==> src/rtl/mmn_pkg.sv <==
// Shared constants and command codes for the min/max byte normalizer.
package mmn_pkg;

  localparam int SAMPLE_BITS = 32;
  localparam int QUOT_BITS   = 8;
  localparam int NUM_BITS    = SAMPLE_BITS + QUOT_BITS;
  localparam int STEP_BITS   = $clog2(QUOT_BITS);
  localparam int CMD_BITS    = 2;

  localparam logic [CMD_BITS-1:0] CMD_INIT = 2'd0;
  localparam logic [CMD_BITS-1:0] CMD_SCAN = 2'd1;
  localparam logic [CMD_BITS-1:0] CMD_NORM = 2'd2;

  localparam logic [QUOT_BITS-1:0] PIXEL_MAX = '1;

  localparam logic signed [SAMPLE_BITS-1:0] SAMPLE_POS_MAX = {1'b0, {(SAMPLE_BITS-1){1'b1}}};
  localparam logic signed [SAMPLE_BITS-1:0] SAMPLE_NEG_MAX = {1'b1, {(SAMPLE_BITS-1){1'b0}}};

  typedef struct packed {
    logic                 done;
    logic [QUOT_BITS-1:0] quot;
  } div_stat_t;

endpackage

==> src/rtl/mmn_div.sv <==
// Restoring divider: floor(255*(x-lo)/(hi-lo)), one quotient bit per cycle.
module mmn_div (
  input  logic                                   clk,
  input  logic                                   rst_n,
  input  logic                                   start,
  input  logic signed [mmn_pkg::SAMPLE_BITS-1:0] x,
  input  logic signed [mmn_pkg::SAMPLE_BITS-1:0] lo,
  input  logic signed [mmn_pkg::SAMPLE_BITS-1:0] hi,
  output mmn_pkg::div_stat_t                     stat
);
  import mmn_pkg::*;

  typedef enum logic [1:0] {
    D_IDLE,
    D_SCALE,
    D_STEP,
    D_FIN
  } dstate_t;

  dstate_t                state_r, state_nxt;
  logic [SAMPLE_BITS-1:0] d_r, d_nxt;
  logic [SAMPLE_BITS-1:0] r_r, r_nxt;
  logic [SAMPLE_BITS-1:0] rem_r, rem_nxt;
  logic [QUOT_BITS-1:0]   nlo_r, nlo_nxt;
  logic [QUOT_BITS-1:0]   q_r, q_nxt;
  logic [STEP_BITS-1:0]   cnt_r, cnt_nxt;

  logic [NUM_BITS-1:0]    num;
  logic [SAMPLE_BITS:0]   trial;
  logic [SAMPLE_BITS:0]   diff;
  logic                   ge;

  always_comb begin
    num   = {d_r, {QUOT_BITS{1'b0}}} - {{QUOT_BITS{1'b0}}, d_r};
    trial = {rem_r, nlo_r[QUOT_BITS-1]};
    diff  = trial - {1'b0, r_r};
    ge    = !diff[SAMPLE_BITS];

    state_nxt = state_r;
    d_nxt     = d_r;
    r_nxt     = r_r;
    rem_nxt   = rem_r;
    nlo_nxt   = nlo_r;
    q_nxt     = q_r;
    cnt_nxt   = cnt_r;

    case (state_r)
      D_IDLE: begin
        if (start) begin
          d_nxt     = SAMPLE_BITS'(x - lo);
          r_nxt     = SAMPLE_BITS'(hi - lo);
          state_nxt = D_SCALE;
        end
      end
      D_SCALE: begin
        rem_nxt   = num[NUM_BITS-1:QUOT_BITS];
        nlo_nxt   = num[QUOT_BITS-1:0];
        q_nxt     = '0;
        cnt_nxt   = '0;
        state_nxt = D_STEP;
      end
      D_STEP: begin
        rem_nxt = ge ? diff[SAMPLE_BITS-1:0] : trial[SAMPLE_BITS-1:0];
        nlo_nxt = {nlo_r[QUOT_BITS-2:0], 1'b0};
        q_nxt   = {q_r[QUOT_BITS-2:0], ge};
        cnt_nxt = cnt_r + 1'b1;
        if (cnt_r == STEP_BITS'(QUOT_BITS - 1)) begin
          state_nxt = D_FIN;
        end
      end
      D_FIN: begin
        state_nxt = D_IDLE;
      end
      default: begin
        state_nxt = D_IDLE;
      end
    endcase
  end

  always_ff @(posedge clk) begin
    if (!rst_n) begin
      state_r <= D_IDLE;
    end else begin
      state_r <= state_nxt;
    end
    d_r   <= d_nxt;
    r_r   <= r_nxt;
    rem_r <= rem_nxt;
    nlo_r <= nlo_nxt;
    q_r   <= q_nxt;
    cnt_r <= cnt_nxt;
  end

  assign stat.done = (state_r == D_FIN);
  assign stat.quot = q_r;

endmodule

==> src/rtl/minmax_normalize_to_byte.sv <==
// Top level of the min/max normalizer: command sequencer, running range and result register.
// Clear and scan transfers are absorbed in the cycle they are accepted and leave in_ready
// high. A normalize transfer yields one byte floor(255*(x-min)/(max-min)), saturated to
// 0 or 255 outside the scanned range, 0 with out_range_zero set when max equals min, and
// 0 when nothing was scanned since reset or clear. A sample strictly inside the range
// runs through the restoring divider, one quotient bit per cycle, in the steps classify
// and difference, scale by 255, eight divide steps, finish, result load; saturated and
// degenerate cases go from classify straight to result load. in_ready stays low
// from a normalize transfer until its result is loaded into the output register. Command 3
// is accepted and dropped.
module minmax_normalize_to_byte (
  input  logic                                   clk,
  input  logic                                   rst_n,
  input  logic                                   in_valid,
  output logic                                   in_ready,
  input  logic [mmn_pkg::CMD_BITS-1:0]           in_cmd,
  input  logic signed [mmn_pkg::SAMPLE_BITS-1:0] in_sample,
  output logic                                   out_valid,
  input  logic                                   out_ready,
  output logic [mmn_pkg::QUOT_BITS-1:0]          out_pixel,
  output logic                                   out_range_zero
);
  import mmn_pkg::*;

  typedef enum logic [1:0] {
    S_IDLE,
    S_CLASS,
    S_DIV,
    S_RESULT
  } state_t;

  state_t                        state_r, state_nxt;
  logic signed [SAMPLE_BITS-1:0] min_r, min_nxt;
  logic signed [SAMPLE_BITS-1:0] max_r, max_nxt;
  logic signed [SAMPLE_BITS-1:0] x_r, x_nxt;
  logic [QUOT_BITS-1:0]          pix_r, pix_nxt;
  logic                          rz_r, rz_nxt;
  logic [QUOT_BITS-1:0]          out_pixel_r, out_pixel_nxt;
  logic                          out_rz_r, out_rz_nxt;
  logic                          out_valid_r, out_valid_nxt;

  logic      in_xfer;
  logic      div_start;
  div_stat_t div_stat;

  mmn_div u_div (
    .clk   (clk),
    .rst_n (rst_n),
    .start (div_start),
    .x     (x_r),
    .lo    (min_r),
    .hi    (max_r),
    .stat  (div_stat)
  );

  assign in_ready = (state_r == S_IDLE);
  assign in_xfer  = in_valid && in_ready;

  always_comb begin
    state_nxt     = state_r;
    min_nxt       = min_r;
    max_nxt       = max_r;
    x_nxt         = x_r;
    pix_nxt       = pix_r;
    rz_nxt        = rz_r;
    out_pixel_nxt = out_pixel_r;
    out_rz_nxt    = out_rz_r;
    out_valid_nxt = out_valid_r && !out_ready;
    div_start     = 1'b0;

    case (state_r)
      S_IDLE: begin
        if (in_xfer) begin
          case (in_cmd)
            CMD_INIT: begin
              min_nxt = SAMPLE_POS_MAX;
              max_nxt = SAMPLE_NEG_MAX;
            end
            CMD_SCAN: begin
              if (in_sample < min_r) min_nxt = in_sample;
              if (in_sample > max_r) max_nxt = in_sample;
            end
            CMD_NORM: begin
              x_nxt     = in_sample;
              state_nxt = S_CLASS;
            end
            default: begin
            end
          endcase
        end
      end
      S_CLASS: begin
        pix_nxt   = '0;
        rz_nxt    = 1'b0;
        state_nxt = S_RESULT;
        if (max_r == min_r) begin
          rz_nxt = 1'b1;
        end else if (max_r > min_r) begin
          if (x_r >= max_r) begin
            pix_nxt = PIXEL_MAX;
          end else if (x_r > min_r) begin
            div_start = 1'b1;
            state_nxt = S_DIV;
          end
        end
      end
      S_DIV: begin
        if (div_stat.done) begin
          pix_nxt   = div_stat.quot;
          state_nxt = S_RESULT;
        end
      end
      S_RESULT: begin
        if (!out_valid_r || out_ready) begin
          out_pixel_nxt = pix_r;
          out_rz_nxt    = rz_r;
          out_valid_nxt = 1'b1;
          state_nxt     = S_IDLE;
        end
      end
      default: begin
        state_nxt = S_IDLE;
      end
    endcase
  end

  always_ff @(posedge clk) begin
    if (!rst_n) begin
      state_r     <= S_IDLE;
      min_r       <= SAMPLE_POS_MAX;
      max_r       <= SAMPLE_NEG_MAX;
      out_valid_r <= 1'b0;
    end else begin
      state_r     <= state_nxt;
      min_r       <= min_nxt;
      max_r       <= max_nxt;
      out_valid_r <= out_valid_nxt;
    end
    x_r         <= x_nxt;
    pix_r       <= pix_nxt;
    rz_r        <= rz_nxt;
    out_pixel_r <= out_pixel_nxt;
    out_rz_r    <= out_rz_nxt;
  end

  assign out_valid      = out_valid_r;
  assign out_pixel      = out_pixel_r;
  assign out_range_zero = out_rz_r;

endmodule

==> config.mk <==
export PLATFORM = sky130hd
export DESIGN_NAME = minmax_normalize_to_byte
export DESIGN_NICKNAME = d
export VERILOG_FILES = /design/src/rtl/mmn_pkg.sv /design/src/rtl/mmn_div.sv /design/src/rtl/minmax_normalize_to_byte.sv
export SDC_FILE = /design/constraint.sdc
export NUM_CORES = 1
export LEC_CHECK = 0
export ABC_AREA = 0
export BUFFER_PORTS_ARGS = -buffer_cell sky130_fd_sc_hd__buf_2
export CAP_MARGIN = 10
export CORE_AREA = 2 2 169 212
export CTS_BUF_LIST = sky130_fd_sc_hd__clkbuf_4
export DETAILED_ROUTE_END_ITERATION = 10
export DIE_AREA = 0 0 171 214
export GPL_TIMING_DRIVEN = 0
export PLACE_DENSITY = 0.74
export SYNTH_ARGS = -nofsm -noshare
export SYNTH_HDL_FRONTEND = slang
export SYNTH_SLANG_ARGS = --single-unit
==> constraint.sdc <==
create_clock -name clk -period 11.5 [get_ports clk]
set_input_delay 1.15 -clock clk [delete_from_list [all_inputs] [get_ports clk]]
set_output_delay 1.15 -clock clk [all_outputs]
set_load 0.03 [all_outputs]
==> results.md <==
- Port buffering added 48 buffers.
- TritonCTS built the clock tree.
- The average instance area after synthesis is ~9.0 um^2.
- Summed over all layers, the routed wires come to 49300 um.
- The startpoint of the worst-slack reg-to-reg timing path is max_r[31].
- The cell area after technology mapping is 0.0180 mm^2.
- The total setup violations reported at the end of the flow is 0.
- During synthesis, Yosys emitted a total of 0 warnings.
- After global routing the overflow that remains totals 0.
- By area the synthesized netlist is led by sky130_fd_sc_hd__edfxtp_1 27%, sky130_fd_sc_hd__ha_1 16%, sky130_fd_sc_hd__dfxtp_1 7.7%.
- The die width is 171 um.
- STA puts the critical path data required time at 11920 ps.
- The number of hold-repair buffers added at the cts stage is 0.
- Across the run, the number of max-cap violations was 0.
- The dominant cell type by count on the critical path is sky130_fd_sc_hd__o2111ai_1.
- The run finished with clean final reports.
- The kind of end point of the critical path is a flop.
- The global router's overall resource usage is a little over a quarter.
- The data arrival time of the critical path is 5280 ps.
- The number of cells upsized or downsized after cts is 0.
- The slowest stage cell on the critical path is sky130_fd_sc_hd__nor4_1.
- The count of standard-cell rows is 76.
- On the critical path the largest part of the delay comes from simple AND/OR/NAND/NOR gates.
- The time the final worst path needs with I/O delays and setup is 4860 ps.
- Setup repair after global routing left no endpoint under its margin.
- The highest fanout seen on the critical path is 39.
- The effective utilization at floorplan is between 50% and 60%.
- After detailed routing, the number of remaining DRC violations is 0.
- After routing, the total negative slack on setup checks comes to 0 ps.
- The minimum setup slack in the final design is between 6000 and 7000 ps.
- Of all cell types, the one taking the most synthesized area is sky130_fd_sc_hd__edfxtp_1.
- The clock-pin slew of the registers on the worst-case setup and hold paths is 70 ps.
- The synthesized netlist devotes 21.0% of its cell area to compound gates.
- The layout cell share with drive strength beyond 1 is 9.01%.
- Traced cell by cell, the critical path runs through inv_1, ha_1, nand4_1, or3_1, nor4_1, o41ai_1, o2111ai_1, mux2i_1, o2111ai_1, nor2_4, buf_12.
- The total number of clock tree sinks is between 200 and 250.
- CTS built an H-tree with a depth of 2.
- The tightest slew margin relative to the limit is 27.5%.
- The number of routed nets with antenna violations is 0.
- When the netlist entered floorplanning its net count stood at approximately 2300.
- The first detailed-routing pass took 5 iterations.
- No sink is reached through more buffers than the 3 on the longest clock path.
- The synthesized instance count is about 2000.
- The synthesized netlist devotes 15.6% of its cell area to simple gates.
- The number of enable-type register cells in the synthesized netlist is 165.
- Entering global routing, the biggest net connects 41 pins.
- The number of setup buffers added after CTS is 0.
- In the synthesized netlist the dominant register cell turns out to be sky130_fd_sc_hd__edfxtp_1.
- The end point of the critical path is u_div.d_r[2].
- Across all layers, the routed design uses 15600 vias.
- By area, the combinational part of the netlist is dominated by compound AO/OA/AOI/OAI gates.
- Synthesis inferred ~230 register bits.
- The XOR/XNOR share of the synthesized area is between 4 and 5%.
- The share of the core filled with cells is between 50% and 60%.
- The critical path class is reg2reg.
- At the pin with the least slew margin, the transition time is 1070 ps.
- The setup slack of the worst register-to-register path is 6640 ps.
- The largest incremental delay on the critical path is 760 ps.
- The endpoint identified for the worst register-to-register timing path is u_div.d_r[2].
- The area of the core region is 0.0344 mm^2.
- The growth of design area from synthesis to finish is 9.34%.
- By count the netlist is led by 226 x sky130_fd_sc_hd__ha_1, 186 x sky130_fd_sc_hd__nand2_1, 174 x sky130_fd_sc_hd__inv_1.
- The number of distinct library cells after synthesis is 79.
- roughly 50 I/O pins were placed.
- The DRC violation total after the first TritonRoute iteration is ~970.
- Dividing the detail-routed wire length by the instance count gives 18.8 um.
- Counting the buffers created by CTS gives 58.
- For this run, the register share of the synthesized area comes to 35.1%.
- The number of global-route vias before repair is 15500.
- Summed over all nets, the half-perimeter wirelength after detailed placement is 39600 um.
- After synthesis, the share of flip-flops with an asynchronous set or reset is 0%.
- The cell sitting at the root of the clock tree is a sky130_fd_sc_hd__clkbuf_4.
- Summing the areas of all fa, ha and maj instances in the mapped netlist gives between 15 and 20% of the synthesized area.
- The worst path buffer plus inverter count is 2.
- The overall die height is 214 um.
- For this design the static power due to leakage is 8.52 nW.
- The number of max-slew violations in the final report is 0.
- The number of antenna violations at the first check in global routing is 1.
- The number of vias per cell after detailed routing is 5.95.
- In this run the number of cells on the critical path is 11.
- The worst setup path is launched from a flop.
- IR analysis of the VDD net gives a maximum drop of 88.9 uV.
- Routability-driven placement finished with a final weighted congestion of 1.00.
- Timing would allow up to 206 MHz.
- Tracing the worst setup path back leads to its startpoint at max_r[31].
- The die covers 0.0366 mm^2.
- The first global-routing pass estimated 78200 um of wire.
- The power per cell area is 125 mW/mm^2.
- The min-delay analysis places its worst path in the category reg2reg.
- The worst setup skew after layout is between 40 and 50 ps.
- Once placement finished, the instance area stood at 0.0189 mm^2.
- The total power consumption of the routed design is 2.46 mW.
- After routing the design area is slightly below 0.02 mm^2.
- The worst path uses 42.2% of the clock period.
- The portion of synthesized area spent on multiplexers is 2.24%.
- Measured in cells, the most critical reg-to-reg path has a length of 11.
- The net count of the finished layout is 2374.
- The clock latency of the later-clocked register in the worst-skew pair is approximately 760 ps.
- The number of failing hold endpoints at the final stage is 0.
- After synthesis, the largest area contributor takes up between 20% and 30% of total cell area.
- Timing analysis after detailed placement gives a worst setup slack of about 6800 ps.
- The most frequently used cell type in the post-synthesis netlist is sky130_fd_sc_hd__ha_1.
-- through the flow --
| stage | cells | hold slack (ps) |
|---|---|---|
| final | 2623 | 418 |
| after CTS | 2622 | 420 |
| after floorplan | 1996 | 400 |
| after global placement | 2512 | 404 |
| after detailed placement | 2515 | 405 |
| after global routing | 2623 | 427 |
-- how the worst min path moves through the flow --
stage                         from            to  slack [ps]  cells past startpoint
after global placement    pix_r[7]  out_pixel[7]         400                      0
after floorplan           pix_r[0]  out_pixel[0]         400                      0
after detailed placement  pix_r[1]  out_pixel[1]         400                      0
after CTS                 pix_r[1]  out_pixel[1]         420                      0
final                     pix_r[1]  out_pixel[1]         420                      0
after global routing      pix_r[1]  out_pixel[1]         430                      0
-- power breakdown --
part / internal [mW] / switching (mW) / leakage [nW]
logic: 0.241 / 0.447 / 5.99
clock network: 0.379 / 0.351 / 0.462
registers: 1.00 / 0.0398 / 2.07
total: 1.62 / 0.837 / 8.52
-- state kept, by name, indices dropped and copies added (netlist names), 2 cells and up --
name	cells
u_div.nlo_r	8
u_div.cnt_r	3
u_div.d_r	32
max_r	32
min_r	32
pix_r	8
x_r	32
u_div.state_r	2
u_div.rem_r	32
state_r	2
out_pixel	8
u_div.q_r	8
u_div.r_r	32
-- logic make-up after synthesis --
kind of cell,after synthesis
simple gates,571
xor+xnor,99
compound gates,578
buf+inv,245
flops,234
mux,40
fa+ha+maj,229
-- final cells by class --
class | instances | area, um^2
repair buffers | 51 | 300
fillers | 3130 | 14700
flip-flops and latches | 234 | 6340
multi-input cells | 1517 | 10800
clock inverters | 17 | 104
well taps | 468 | 586
clock buffers | 90 | 676
inverters | 174 | 653
diodes | 1 | 2.50
plain buffers | 71 | 308
-- per-layer routing --
metal / track usage, % / wire (um)
met1: 32.0 / 20100
met2: 47.4 / 24400
met4: 14.5 / 2590
met3: 2.88 / 2130
met5: 0 / 0
-- worst register-to-register path, delay by kind of cell (launching register included) --
family	cells	cell delay, ps
AND/OR/NAND/NOR	4	2020
adder cells (fa/ha/maj)	1	370
multiplexers	1	470
buffers and inverters	2	400
AO/OA/AOI/OAI	3	880
flip-flops	1	390
-- placed cells by master (no fill, tap or decap), types with 8 or more instances in the layout --
| master | Yosys | routed |
|---|---|---|
| sky130_fd_sc_hd__ha_1 | 226 | 225 |
| sky130_fd_sc_hd__nand2_1 | 186 | 186 |
| sky130_fd_sc_hd__inv_1 | 174 | 174 |
| sky130_fd_sc_hd__a21oi_1 | 171 | 171 |
| sky130_fd_sc_hd__edfxtp_1 | 165 | 165 |
| sky130_fd_sc_hd__o21ai_0 | 111 | 111 |
| sky130_fd_sc_hd__nor2_1 | 104 | 102 |
| sky130_fd_sc_hd__clkbuf_4 | 0 | 90 |
| sky130_fd_sc_hd__a21o_1 | 71 | 71 |
| sky130_fd_sc_hd__dfxtp_1 | 69 | 69 |
| sky130_fd_sc_hd__xnor2_1 | 64 | 64 |
| sky130_fd_sc_hd__clkbuf_1 | 60 | 60 |
| sky130_fd_sc_hd__buf_2 | 1 | 49 |
| sky130_fd_sc_hd__nand4_1 | 47 | 47 |
| sky130_fd_sc_hd__nor4_1 | 46 | 46 |
| sky130_fd_sc_hd__nand3_1 | 42 | 42 |
| sky130_fd_sc_hd__nor3_1 | 37 | 37 |
| sky130_fd_sc_hd__mux2i_1 | 37 | 37 |
| sky130_fd_sc_hd__xor2_1 | 35 | 35 |
| sky130_fd_sc_hd__o21a_1 | 27 | 27 |
| sky130_fd_sc_hd__o211ai_1 | 22 | 22 |
| sky130_fd_sc_hd__a31oi_1 | 22 | 22 |
| sky130_fd_sc_hd__nor2b_1 | 19 | 19 |
| sky130_fd_sc_hd__and2_1 | 19 | 19 |
| sky130_fd_sc_hd__nand2b_1 | 19 | 19 |
| sky130_fd_sc_hd__o21bai_1 | 14 | 14 |
| sky130_fd_sc_hd__a211oi_1 | 14 | 14 |
| sky130_fd_sc_hd__a21boi_0 | 14 | 14 |
| sky130_fd_sc_hd__and3_1 | 13 | 13 |
| sky130_fd_sc_hd__o221ai_1 | 13 | 13 |
| sky130_fd_sc_hd__a31o_2 | 9 | 9 |
| sky130_fd_sc_hd__clkinv_1 | 0 | 9 |
| sky130_fd_sc_hd__or3_1 | 8 | 8 |
Note: power is estimated with default switching activity, not from simulation.
